### src/hw/rtl/wpgt_pkg.sv
`timescale 1ns / 1ps

package wpgt_pkg;

    // Default sizes of the block.
    localparam int GATEWAY_COUNT_DEF  = 8;
    localparam int NEIGHBOR_COUNT_DEF = 4;
    localparam int BW_BITS_DEF        = 20;

    // Fixed field widths of the input and result words.
    localparam int OP_W        = 2;
    localparam int SLOT_FIELD_W = 2;
    localparam int GW_FIELD_W  = 3;
    localparam int CFG_INDEX_W = 3;

    // Bandwidth reported after reset when the table holds no positive entry.
    localparam int DEFAULT_BW_RESET = 200;

    typedef enum logic [OP_W-1:0] {
        OP_CLEAR  = 2'd0,
        OP_LOAD   = 2'd1,
        OP_ADVERT = 2'd2
    } op_t;

    typedef enum logic [CFG_INDEX_W-1:0] {
        CFG_LINK_BW_N0 = 3'd0,
        CFG_LINK_BW_N1 = 3'd1,
        CFG_LINK_BW_N2 = 3'd2,
        CFG_LINK_BW_N3 = 3'd3,
        CFG_KNOWN_MASK = 3'd4,
        CFG_DEFAULT_BW = 3'd5
    } cfg_index_t;

    // Commands from the controller to the datapath.
    typedef struct packed {
        logic capture;
        logic update;
        logic scan;
        logic drain;
        logic publish;
    } cmd_t;

    // Status from the datapath to the controller.
    typedef struct packed {
        logic in_entry;
        logic last_item;
        logic scan_done;
        logic out_free;
    } status_t;

endpackage

### src/hw/rtl/wpgt_ctrl.sv
`timescale 1ns / 1ps

module wpgt_ctrl
(
    input  logic               clk,
    input  logic               rst_n,
    input  logic               in_valid,
    output logic               in_stall,
    input  wpgt_pkg::status_t  status,
    output wpgt_pkg::cmd_t     cmd
);

    typedef enum logic [4:0] {
        ST_IDLE    = 5'b00001,
        ST_UPDATE  = 5'b00010,
        ST_SCAN    = 5'b00100,
        ST_DRAIN   = 5'b01000,
        ST_PUBLISH = 5'b10000
    } state_t;

    state_t state_reg;
    state_t state_next;
    logic   accept;

    assign in_stall = (state_reg != ST_IDLE);
    assign accept   = in_valid && (state_reg == ST_IDLE);

    always_comb
    begin
        cmd.capture = accept;
        cmd.update  = (state_reg == ST_UPDATE);
        cmd.scan    = (state_reg == ST_SCAN);
        cmd.drain   = (state_reg == ST_DRAIN);
        cmd.publish = (state_reg == ST_PUBLISH) && status.out_free;
    end

    always_comb
    begin
        state_next = state_reg;
        unique case (state_reg)
            ST_IDLE:
            begin
                if (accept && status.in_entry)
                begin
                    state_next = ST_UPDATE;
                end
            end
            ST_UPDATE:
            begin
                state_next = status.last_item ? ST_SCAN : ST_IDLE;
            end
            ST_SCAN:
            begin
                if (status.scan_done)
                begin
                    state_next = ST_DRAIN;
                end
            end
            ST_DRAIN:
            begin
                state_next = ST_PUBLISH;
            end
            ST_PUBLISH:
            begin
                if (status.out_free)
                begin
                    state_next = ST_IDLE;
                end
            end
            default:
            begin
                state_next = ST_IDLE;
            end
        endcase
    end

    always_ff @(posedge clk or negedge rst_n)
    begin
        if (!rst_n)
        begin
            state_reg <= ST_IDLE;
        end
        else
        begin
            state_reg <= state_next;
        end
    end

endmodule

### src/hw/rtl/wpgt_datapath.sv
`timescale 1ns / 1ps

module wpgt_datapath
#(
    parameter int GATEWAY_COUNT  = wpgt_pkg::GATEWAY_COUNT_DEF,
    parameter int NEIGHBOR_COUNT = wpgt_pkg::NEIGHBOR_COUNT_DEF,
    parameter int BW_BITS        = wpgt_pkg::BW_BITS_DEF
)
(
    input  logic                               clk,
    input  logic                               rst_n,
    input  logic                               cfg_write,
    input  logic [wpgt_pkg::CFG_INDEX_W-1:0]   cfg_index,
    input  logic [BW_BITS-1:0]                 cfg_data,
    input  logic [wpgt_pkg::OP_W-1:0]          operation,
    input  logic [wpgt_pkg::SLOT_FIELD_W-1:0]  neighbor_slot,
    input  logic [wpgt_pkg::GW_FIELD_W-1:0]    gateway_index,
    input  logic [BW_BITS-1:0]                 bw_value,
    input  logic                               last_in_batch,
    output logic                               out_valid,
    input  logic                               out_stall,
    output logic                               table_changed,
    output logic [wpgt_pkg::GW_FIELD_W-1:0]    best_gateway,
    output logic [BW_BITS-1:0]                 best_bw_report,
    input  wpgt_pkg::cmd_t                     cmd,
    output wpgt_pkg::status_t                  status
);

    localparam int IDX_W  = $clog2(GATEWAY_COUNT);
    localparam int SLOT_W = (NEIGHBOR_COUNT > 1) ? $clog2(NEIGHBOR_COUNT) : 1;

    // Configuration.
    logic [BW_BITS-1:0]        link_bw_reg [NEIGHBOR_COUNT];
    logic [NEIGHBOR_COUNT-1:0] known_mask_reg;
    logic [BW_BITS-1:0]        default_bw_reg;

    // Captured input word.
    logic [wpgt_pkg::OP_W-1:0]         op_reg;
    logic [wpgt_pkg::SLOT_FIELD_W-1:0] slot_reg;
    logic [IDX_W-1:0]                  gw_reg;
    logic                              in_range_reg;
    logic [BW_BITS-1:0]                bw_reg;
    logic                              last_reg;

    // Table: values in memory, valid bits in flip-flops.
    logic [BW_BITS-1:0]       bw_mem [GATEWAY_COUNT];
    logic [BW_BITS-1:0]       rd_data_reg;
    logic [IDX_W-1:0]         rd_addr;
    logic                     wr_en;
    logic [BW_BITS-1:0]       wr_data;
    logic [GATEWAY_COUNT-1:0] valid_reg;
    logic [GATEWAY_COUNT-1:0] valid_next;

    // Batch and best-gateway state.
    logic                            batch_changed_reg;
    logic                            batch_changed_next;
    logic [wpgt_pkg::GW_FIELD_W-1:0] best_index_reg;
    logic [wpgt_pkg::GW_FIELD_W-1:0] best_index_next;
    logic [BW_BITS-1:0]              best_bw_reg;
    logic [BW_BITS-1:0]              best_bw_next;

    // Scan walker.
    logic [IDX_W-1:0] scan_idx_reg;
    logic [IDX_W-1:0] scan_idx_next;
    logic             pend_reg;
    logic             pend_next;
    logic [IDX_W-1:0] pend_idx_reg;

    // Result register.
    logic                            out_valid_reg;
    logic                            out_changed_reg;
    logic [wpgt_pkg::GW_FIELD_W-1:0] out_gateway_reg;
    logic [BW_BITS-1:0]              out_bw_reg;

    logic               known;
    logic [BW_BITS-1:0] capped;
    logic               take_entry;

    assign status.in_entry  = (operation == wpgt_pkg::OP_LOAD)
                           || (operation == wpgt_pkg::OP_ADVERT);
    assign status.last_item = last_reg;
    assign status.scan_done = (scan_idx_reg == IDX_W'(GATEWAY_COUNT - 1));
    assign status.out_free  = !out_valid_reg || !out_stall;

    assign out_valid      = out_valid_reg;
    assign table_changed  = out_changed_reg;
    assign best_gateway   = out_gateway_reg;
    assign best_bw_report = out_bw_reg;

    // Configuration writes. Link slots beyond the neighbor count are never
    // capped, so their writes are dropped.
    always_ff @(posedge clk or negedge rst_n)
    begin
        if (!rst_n)
        begin
            for (int i = 0; i < NEIGHBOR_COUNT; i++)
            begin
                link_bw_reg[i] <= '0;
            end
            known_mask_reg <= '0;
            default_bw_reg <= BW_BITS'(wpgt_pkg::DEFAULT_BW_RESET);
        end
        else if (cfg_write)
        begin
            if ((cfg_index <= wpgt_pkg::CFG_LINK_BW_N3)
                && (32'(cfg_index) < 32'(NEIGHBOR_COUNT)))
            begin
                link_bw_reg[SLOT_W'(cfg_index)] <= cfg_data;
            end
            else if (cfg_index == wpgt_pkg::CFG_KNOWN_MASK)
            begin
                known_mask_reg <= NEIGHBOR_COUNT'(cfg_data);
            end
            else if (cfg_index == wpgt_pkg::CFG_DEFAULT_BW)
            begin
                default_bw_reg <= cfg_data;
            end
        end
    end

    // Input capture.
    always_ff @(posedge clk)
    begin
        if (cmd.capture)
        begin
            op_reg       <= operation;
            slot_reg     <= neighbor_slot;
            gw_reg       <= IDX_W'(gateway_index);
            in_range_reg <= (32'(gateway_index) < 32'(GATEWAY_COUNT));
            bw_reg       <= bw_value;
            last_reg     <= last_in_batch;
        end
    end

    // Advertised value capped by the link of a known sending neighbor.
    always_comb
    begin
        known  = (32'(slot_reg) < 32'(NEIGHBOR_COUNT))
              && known_mask_reg[SLOT_W'(slot_reg)];
        capped = bw_reg;
        if (known && (link_bw_reg[SLOT_W'(slot_reg)] < bw_reg))
        begin
            capped = link_bw_reg[SLOT_W'(slot_reg)];
        end
        take_entry = (op_reg == wpgt_pkg::OP_LOAD)
                  || !valid_reg[gw_reg] || (capped > rd_data_reg);
    end

    assign wr_en   = cmd.update && in_range_reg && take_entry;
    assign wr_data = (op_reg == wpgt_pkg::OP_LOAD) ? bw_reg : capped;
    assign rd_addr = cmd.scan ? scan_idx_reg : IDX_W'(gateway_index);

    always_ff @(posedge clk)
    begin
        if (wr_en)
        begin
            bw_mem[gw_reg] <= wr_data;
        end
        rd_data_reg <= bw_mem[rd_addr];
    end

    always_comb
    begin
        valid_next         = valid_reg;
        batch_changed_next = batch_changed_reg;
        best_index_next    = best_index_reg;
        best_bw_next       = best_bw_reg;
        scan_idx_next      = scan_idx_reg;
        pend_next          = pend_reg;

        if (cmd.capture && (operation == wpgt_pkg::OP_CLEAR))
        begin
            valid_next = '0;
        end

        if (wr_en)
        begin
            valid_next[gw_reg] = 1'b1;
            batch_changed_next = 1'b1;
        end

        if (cmd.update && last_reg)
        begin
            scan_idx_next = '0;
            pend_next     = 1'b0;
            best_bw_next  = '0;
        end

        // The memory read is registered, so each step
        // compares the entry that was addressed in the previous step.
        if ((cmd.scan || cmd.drain) && pend_reg && valid_reg[pend_idx_reg]
            && (rd_data_reg > best_bw_reg))
        begin
            best_bw_next    = rd_data_reg;
            best_index_next = wpgt_pkg::GW_FIELD_W'(pend_idx_reg);
        end

        if (cmd.scan)
        begin
            scan_idx_next = scan_idx_reg + IDX_W'(1);
            pend_next     = 1'b1;
        end

        if (cmd.drain)
        begin
            pend_next = 1'b0;
        end

        if (cmd.publish)
        begin
            batch_changed_next = 1'b0;
        end
    end

    always_ff @(posedge clk or negedge rst_n)
    begin
        if (!rst_n)
        begin
            valid_reg         <= '0;
            batch_changed_reg <= 1'b0;
            best_index_reg    <= '0;
            best_bw_reg       <= '0;
            scan_idx_reg      <= '0;
            pend_reg          <= 1'b0;
            out_valid_reg     <= 1'b0;
        end
        else
        begin
            valid_reg         <= valid_next;
            batch_changed_reg <= batch_changed_next;
            best_index_reg    <= best_index_next;
            best_bw_reg       <= best_bw_next;
            scan_idx_reg      <= scan_idx_next;
            pend_reg          <= pend_next;
            if (cmd.publish)
            begin
                out_valid_reg <= 1'b1;
            end
            else if (!out_stall)
            begin
                out_valid_reg <= 1'b0;
            end
        end
    end

    always_ff @(posedge clk)
    begin
        if (cmd.scan)
        begin
            pend_idx_reg <= scan_idx_reg;
        end
        if (cmd.publish)
        begin
            out_changed_reg <= batch_changed_reg;
            out_gateway_reg <= best_index_reg;
            out_bw_reg      <= (best_bw_reg != '0) ? best_bw_reg : default_bw_reg;
        end
    end

endmodule

### src/hw/rtl/widest_path_gateway_table.sv
`timescale 1ns / 1ps

// Widest-path gateway table. The block keeps the bottleneck bandwidth, in Mbps,
// of the best known path to each ground gateway. A clear word empties the
// table and a load word overwrites one local entry; an advertisement word is
// capped by the link bandwidth of its sending neighbor (unless that neighbor
// is unknown) and is stored only if the entry is empty or the new value is
// larger. The last load or advertisement word of a batch starts a rescan and
// yields one result word: whether the batch changed the table, the best
// gateway (lowest index on ties, kept from before if nothing is positive),
// and its bandwidth, or default_bw when that is zero. A clear word or a word
// with the unused operation code needs only its capture step. A load or
// advertisement word that ends no batch is captured and then updates the
// table. One that ends a batch goes through capture, update, one scan step
// per entry, a step to compare the last entry read and a publish step. The
// rescan is the longest part, since it walks the table's single memory read
// port one entry per cycle. A finished result waits in an output register
// while the next word is taken; a batch end that finds that register still
// full holds off its publish step until the receiver takes the waiting
// result. Configuration must be written only while the block is idle; the
// block itself does not enforce this.

module widest_path_gateway_table
#(
    parameter int GATEWAY_COUNT  = wpgt_pkg::GATEWAY_COUNT_DEF,
    parameter int NEIGHBOR_COUNT = wpgt_pkg::NEIGHBOR_COUNT_DEF,
    parameter int BW_BITS        = wpgt_pkg::BW_BITS_DEF
)
(
    input  logic                               clk,
    input  logic                               rst_n,

    // Configuration write port.
    input  logic                               cfg_write,
    input  logic [wpgt_pkg::CFG_INDEX_W-1:0]   cfg_index,
    input  logic [BW_BITS-1:0]                 cfg_data,

    // Input word channel.
    input  logic                               in_valid,
    output logic                               in_stall,
    input  logic [wpgt_pkg::OP_W-1:0]          operation,
    input  logic [wpgt_pkg::SLOT_FIELD_W-1:0]  neighbor_slot,
    input  logic [wpgt_pkg::GW_FIELD_W-1:0]    gateway_index,
    input  logic [BW_BITS-1:0]                 bw_value,
    input  logic                               last_in_batch,

    // Result word channel.
    output logic                               out_valid,
    input  logic                               out_stall,
    output logic                               table_changed,
    output logic [wpgt_pkg::GW_FIELD_W-1:0]    best_gateway,
    output logic [BW_BITS-1:0]                 best_bw_report
);

    // The controller sequences capture, update, the rescan and the report;
    // the datapath holds the table, the configuration and the result word.
    wpgt_pkg::cmd_t    cmd;
    wpgt_pkg::status_t status;

    wpgt_ctrl u_ctrl
    (
        .clk      (clk),
        .rst_n    (rst_n),
        .in_valid (in_valid),
        .in_stall (in_stall),
        .status   (status),
        .cmd      (cmd)
    );

    wpgt_datapath
    #(
        .GATEWAY_COUNT  (GATEWAY_COUNT),
        .NEIGHBOR_COUNT (NEIGHBOR_COUNT),
        .BW_BITS        (BW_BITS)
    )
    u_datapath
    (
        .clk            (clk),
        .rst_n          (rst_n),
        .cfg_write      (cfg_write),
        .cfg_index      (cfg_index),
        .cfg_data       (cfg_data),
        .operation      (operation),
        .neighbor_slot  (neighbor_slot),
        .gateway_index  (gateway_index),
        .bw_value       (bw_value),
        .last_in_batch  (last_in_batch),
        .out_valid      (out_valid),
        .out_stall      (out_stall),
        .table_changed  (table_changed),
        .best_gateway   (best_gateway),
        .best_bw_report (best_bw_report),
        .cmd            (cmd),
        .status         (status)
    );

endmodule
### config.mk
export PLATFORM = sky130hd
export DESIGN_NAME = widest_path_gateway_table
export DESIGN_NICKNAME = d
export VERILOG_FILES = /design/src/hw/rtl/wpgt_pkg.sv /design/src/hw/rtl/wpgt_ctrl.sv /design/src/hw/rtl/wpgt_datapath.sv /design/src/hw/rtl/widest_path_gateway_table.sv
export SDC_FILE = /design/constraint.sdc
export NUM_CORES = 1
export LEC_CHECK = 0
export BUFFER_PORTS_ARGS = -buffer_cell sky130_fd_sc_hd__buf_2
export CAP_MARGIN = 20
export CORE_ASPECT_RATIO = 1.25
export CORE_UTILIZATION = 44
export CTS_CLUSTER_DIAMETER = 150
export DETAILED_ROUTE_END_ITERATION = 8
export PLACE_DENSITY = 0.65
export SLEW_MARGIN = 10
export SYNTH_ARGS = -nofsm -noshare
export SYNTH_HDL_FRONTEND = slang
export SYNTH_SLANG_ARGS = --single-unit
### constraint.sdc
create_clock -name clk -period 6 [get_ports clk]
set_clock_uncertainty 0.15 [all_clocks]
set_input_delay 0.3 -clock clk [delete_from_list [all_inputs] [get_ports clk]]
set_output_delay 0.3 -clock clk [all_outputs]
set_load 0.1 [all_outputs]
==> Word level (Yosys, flattened, before mapping) <==
Memory sizes are Yosys's and may differ from the RTL's. A register that Yosys moved wholly into a read port is not among the register bits.
Cells that the tools add are included.
{ "word_totals": {"ff_bits": 201, "ram_bits": 160, "in_bits": 56, "mem_count": 1} }
{ "op_classes": {"addsub": 1, "order_cmp": 12, "n_eq_ne": 16, "mux": 38, "bitwise_logic": 5, "n_reduce_logical": 31} }
{ "memory_table": {"columns": ["name", "words", "word_bits", "rd", "rd_clocked_by_memory_dff", "write_ports", "line", "source"], "rows": [
  ["u_datapath.bw_mem", 8, 20, 1, 1, 1, "wpgt_datapath.sv:46", "logic [BW_BITS-1:0] bw_mem [GATEWAY_COUNT];"]
]} }
{ "op_table": {"columns": ["op", "n"], "rows": [
  ["$mux 20", 8],
  ["$bwmux 80", 1],
  ["$bmux 20 s2", 1],
  ["$demux 20 s2", 1],
  ["$gt 20x20->1", 2],
  ["$pmux 5 s5", 1],
  ["$lt 20x20->1", 1],
  ["$reduce_bool 20->1", 1],
  ["$mux 8", 2],
  ["$mux 5", 3],
  ["$logic_and 1x1->1", 13],
  ["$mux 1", 13],
  ["$mux 3", 4],
  ["$eq 3x3->1 const B", 3],
  ["$lt 3x4->1 const B", 2],
  ["$or 8x8->8", 1],
  ["$bmux 1 s3", 2],
  ["$ge 3x3->1 const B", 2],
  ["$not 2->3", 2],
  ["$reduce_and 3->1", 2],
  ["$reduce_bool 2->1", 3],
  ["$eq 5x1->1 const B", 1],
  ["$eq 5x2->1 const B", 1],
  ["$eq 5x3->1 const B", 1],
  ["22 further kinds", 32]
]} }

==> Logic depth before layout (Yosys ltp) <==
{ "logic_depth": {"ltp_word": 12, "mapped_depth": 18} }

==> By module <==
From an unflattened synthesis, not the netlist that was laid out.
{ "hier_totals": {"cells_unflattened": 1039, "hier_area_um2": 16545.9} }
{ "by_module_without_submodules": {"columns": ["module", "instances", "cells_per_inst", "area_each_um2", "seq_area_each_um2"], "rows": [
  ["wpgt_datapath", 1, 1005, 16225.6, 10388.7],
  ["wpgt_ctrl", 1, 34, 320.3, 126.4]
]} }

==> Least setup slack after synthesis <==
Ideal clock, no wire load.
{ "synth_path": {"path_kind": "register -> register", "startpoint": "reg u_datapath.slot_reg[0] in the netlist's numbering", "endpoint": "mem u_datapath.bw_mem[0][0] in the netlist's numbering, enable pin", "setup_ns": 0.422, "t_arrival_ns": 6.108, "setup_slack_ns": -0.680, "stages_incl_launch_ff": 18, "period_less_slack_ns": 6.680, "path_cell_list": "edfxtp_1 buf_2 buf_2 mux4_2 ha_1 nand4_1 nor4_1 a22oi_1 nand3_1 buf_2 mux2_2 ha_1 nand3_2 or4_4 a211oi_2 o21ai_1 a21o_4 nor3_1"} }
{ "synth_via": {"elab_chain_cells": 12, "elab_cells_between_ends": 14, "classes_between": "order compare: 2; mux: 8; bitwise: 1; reduce/logical: 3"} }
{ "synth_lines": {"columns": ["item", "line", "source"], "rows": [
  ["from (decl)", "wpgt_datapath.sv:39", "logic [wpgt_pkg::SLOT_FIELD_W-1:0] slot_reg;"],
  ["from (signal assigned)", "wpgt_datapath.sv:127", "slot_reg <= neighbor_slot;"],
  ["$not 2->3 (implied by the code)", "wpgt_datapath.sv:141, wpgt_datapath.sv:143", null],
  ["$bmux 20 s2", "wpgt_datapath.sv:141, wpgt_datapath.sv:143", null],
  ["$mux 20 (implied by the code) (2 in a row)", "wpgt_datapath.sv:141, wpgt_datapath.sv:143", null],
  ["$lt 20x20->1", "wpgt_datapath.sv:141", "if (known && (link_bw_reg[SLOT_W'(slot_reg)] < bw_reg))"],
  ["$logic_and 1x1->1", "wpgt_datapath.sv:141", null],
  ["$mux 20 *", "wpgt_datapath.sv:141", null],
  ["$gt 20x20->1 *", "wpgt_datapath.sv:146", "|| !valid_reg[gw_reg] || (capped > rd_data_reg);"],
  ["$logic_or 1x1->1 *", "wpgt_datapath.sv:146", null],
  ["$logic_and 1x1->1 *", "wpgt_datapath.sv:149", "assign wr_en = cmd.update && in_range_reg && take_entry;"],
  ["$mux 1 *", "wpgt_datapath.sv:155", "if (wr_en)"],
  ["$mux 1 (implied by the code) *", "wpgt_datapath.sv:157", "bw_mem[gw_reg] <= wr_data;"],
  ["to (decl)", "wpgt_datapath.sv:46", null]
]} }
Mark *: on every way between the ends. The rest lies on a longest branch, timed or not. The select of a mux whose other input is x is not followed.

==> Worst setup path after layout <==
{ "layout_path": {"startpoint": "reg u_datapath.slot_reg[0] in the netlist's numbering", "endpoint": "mem u_datapath.bw_mem[3][19] in the netlist's numbering, enable pin"} }
The elaborated chain is that of the path after synthesis.

==> results.md <==
- Rows: 79
- Unique masters post-synth: 64
- Filler Cell Count: 3091
- Antenna cells: 0
- # clock sinks: 381
- Post-DP HPWL: approximately 26000 um
- WP data arrival: a little under 6 ns
- Peak fanout along the critical path: 16
- Startpoint types: register
- Main synth FF type: edfxtp_1
- Total grt overflow: 0
- Synth Warn #: 0
- Largest register FFs: 160
- Initial Util: 0.4467
- CORE AREA: 37170 um2
- Max Clock Freq: about 180 MHz
- P_leak: approximately 7.8 nW
- H-tree depth: 2
- DRT antenna net count: 0
- GPL Wtd Cong: 0.8684
- Reg clk slew, reported paths: 0.06 ns
- VDD IR max: between 0.15 and 0.2 mV
- Clk_lat worst skew: 0.55 ns
- Sequential fraction of the synthesis area: 0.6333
- Vias per inst: between 5 and 6
- EDFF count, synth: ~220
- Clk root buf: clkbuf_16
- Slew headroom: 0.3358
- Tot Pwr: between 7 and 8 mW
- Worst-case reg-to-reg path depth: 17
- Count leader, synth: edfxtp_1
- Post-route cell area: 19540 um2
- Die Ht: around 220 um
- Global Route Usage Sum: 0.2006
- Post-synthesis cell count: roughly 1.1k
- Layout area overhead: 17.66%
- Crit. End Element: register
- WL per Instance: 21.13 um
- Remaining DRCs: 0
- Final setup violation count: 0
- Hold depth: 3
- Post-DP Area: 17760 um2
- Cts bufs inserted: 38
- Max Buffers Root-to-Sink: 3
- Die width: roughly 180 um
- Async S/R FF share, synth: 0.3832
- Status: complete, no violations
- DR pass1 iterations: 5
- Final-stage net count: about 1.4k
- Post-Route WL: between 30000 and 40000 um
- Cell Area, Synth: roughly 17000 um2
- Die ar.: 38520 um2
- Initial antenna violation count: 0
- Via count: a little under 10k
- Unrepaired setup endpoints after global routing: false
- Fin Setup TNS: 0 ns
- CTS tree: done
- Post-synth top area share: 0.3888
- First-pass GRT wire length: about 58000 um
- Area leader, netlist: edfxtp_1
- Post-synth top cells: edfxtp_1 (215), mux2_2 (147), dfrtp_1 (142)
- Crit share post-route: 0.9450
- Slew Limit Fails: 0
- Fin. Hold Viols: 0
- 1st-iter DRT viols: around 750
- Pwr per Cell Area: slightly below 400 nW/um2
- Port Buf Inserts: just over 80
- Synthesized flop and latch total: 381
- Worst slack, placed: slightly below 0.005 ns
- CP Class: reg2reg
- Worst Path Required: approximately 6.1 ns
- Min Tclk post-route: between 5 and 6 ns
- Syn avg cell area: ~15 um2
- Setup slack after layout: around 0.33 ns
- Max-cap viol count: 0
- Worst Max-Slew Pin Slew: between 0.9 and 1 ns
- # IOs: 82
- Cells taking the most area after synthesis: edfxtp_1 (39%), dfrtp_1 (21%), mux2_2 (10%), mux4_2 (8.5%), ha_1 (4.7%)
- Mapped Nets: between 1k and 1.5k
- Hold crit path type: in2reg
- Share of layout cells above drive strength 1: 0.3185
- Largest net degree at the start of global routing: just under 90
- Vias in the first global route: 9974
[cell usage in the layout (no fill, tap or decap), types with 3 or more instances in the layout]
| master | n |
|---|---|
| buf_8 | 3 |
| dlygate4sd3_1 | 51 |
| edfxtp_1 | 215 |
| o21ai_0 | 16 |
| buf_2 | 81 |
| a211oi_1 | 3 |
| mux2_2 | 147 |
| inv_1 | 67 |
| nand3b_1 | 4 |
| o21ai_1 | 6 |
| nor4_1 | 6 |
| nand4_1 | 8 |
| buf_6 | 4 |
| dfrtp_1 | 142 |
| dfstp_2 | 4 |
| clkbuf_8 | 4 |
| a21o_1 | 6 |
| mux2i_1 | 4 |
| nand2_1 | 137 |
| nor2_1 | 12 |
| clkbuf_1 | 19 |
| nor2_4 | 5 |
| dfxtp_1 | 20 |
| nand3_1 | 13 |
| buf_4 | 25 |
| mux4_2 | 63 |
| ha_1 | 62 |
| a22o_1 | 20 |
| a21oi_1 | 28 |
| clkbuf_16 | 40 |
| nor3_1 | 3 |
[power breakdown]
part / switching, mW / total (mW) / internal, mW / leakage, nW
logic: 1.10 / 1.95 / 0.842 / 3.34
registers: 0.232 / 3.51 / 3.28 / 3.93
clock network: 0.967 / 2.26 / 1.29 / 0.565
total: 2.30 / 7.71 / 5.41 / 7.84
[worst paths after layout]
kind	startpoint	slack (ns)	to
worst max-delay path	u_datapath.slot_reg[0]	0.33	u_datapath.bw_mem[3][19]
worst min-delay path	cfg_index[0]	0.19	u_datapath.known_mask_reg[0]
worst max register to register	u_datapath.slot_reg[0]	0.33	u_datapath.bw_mem[3][19]
worst min register to register	u_datapath.batch_changed_reg	0.30	u_datapath.table_changed
max in group asynchronous	rst_n	4.14	u_datapath.link_bw_reg[64]
min in group asynchronous	rst_n	0.25	u_datapath.default_bw_reg[18]
[metal layers]
metal,global-route usage,up-vias,part of all wire
met1,0.2640,4966,0.42
li1,-,4395,-
met2,0.3453,231,0.50
met3,0.02356,61,0.044
met5,0,-,0
met4,0.06580,0,0.027
[final cells by class]
class / count / area [um2] / area share
clock buffers: 63 / 1127 / 0.05770
clock inverters: 7 / 60.06 / 0.003074
inverters: 67 / 251.5 / 0.01287
multi-input cells: 597 / 5741 / 0.2938
flip-flops and latches: 381 / 10520 / 0.5382
well taps: 486 / 608.1 / 0.03113
repair buffers: 166 / 1234 / 0.06315
[per-stage QoR]
stage | utilization | cells | hold WS [ns]
after CTS | 0.5239 | 1761 | 0.1768
after floorplan | - | 1086 | -0.1456
after detailed placement | 0.4778 | 1640 | 0.2796
final | 0.5257 | 1767 | 0.1859
after global routing | 0.5257 | 1767 | 0.2087
after global placement | 0.4763 | 1636 | 0.2740
[critical path: stages (launching register included)]
cell      delay [ns]
edfxtp_1        0.37
buf_12          0.19
mux4_2          0.57
ha_1            0.33
nand4_1         0.18
nor4_2          0.38
a22oi_1         0.16
nand3_1         0.17
buf_12          0.16
mux2_2          0.33
ha_1            0.30
nand3_2         0.09
or4_4           0.58
a211oi_2        0.25
o21ai_1         0.14
a21o_4          0.30
nor2_2          0.45
buf_6           0.25
[kinds of logic (layout without fill, tap and decap cells)]
| kind of cell | count (synthesis) | after routing | synth area share |
|---|---|---|---|
| compound gates | 103 | 103 | 0.04326 |
| mux | 217 | 217 | 0.1898 |
| xor+xnor | 1 | 1 | 0.0005276 |
| flops | 381 | 381 | 0.6333 |
| buf+inv | 108 | 303 | 0.02766 |
| fa+ha+maj | 62 | 62 | 0.04672 |
| simple gates | 214 | 214 | 0.05870 |
[timing repair]
| action | CTS | global route |
|---|---|---|
| pin swaps | 0 | 1 |
| hold buffers | 51 | 0 |
| setup buffers | 0 | 3 |
| resized for setup | 3 | 3 |
| setup endpoints to repair | 25 | 39 |
| gates cloned | 0 | 0 |
| endpoints found under the hold margin | 219 | 0 |
No activity file was read; power rests on OpenSTA's default activity.
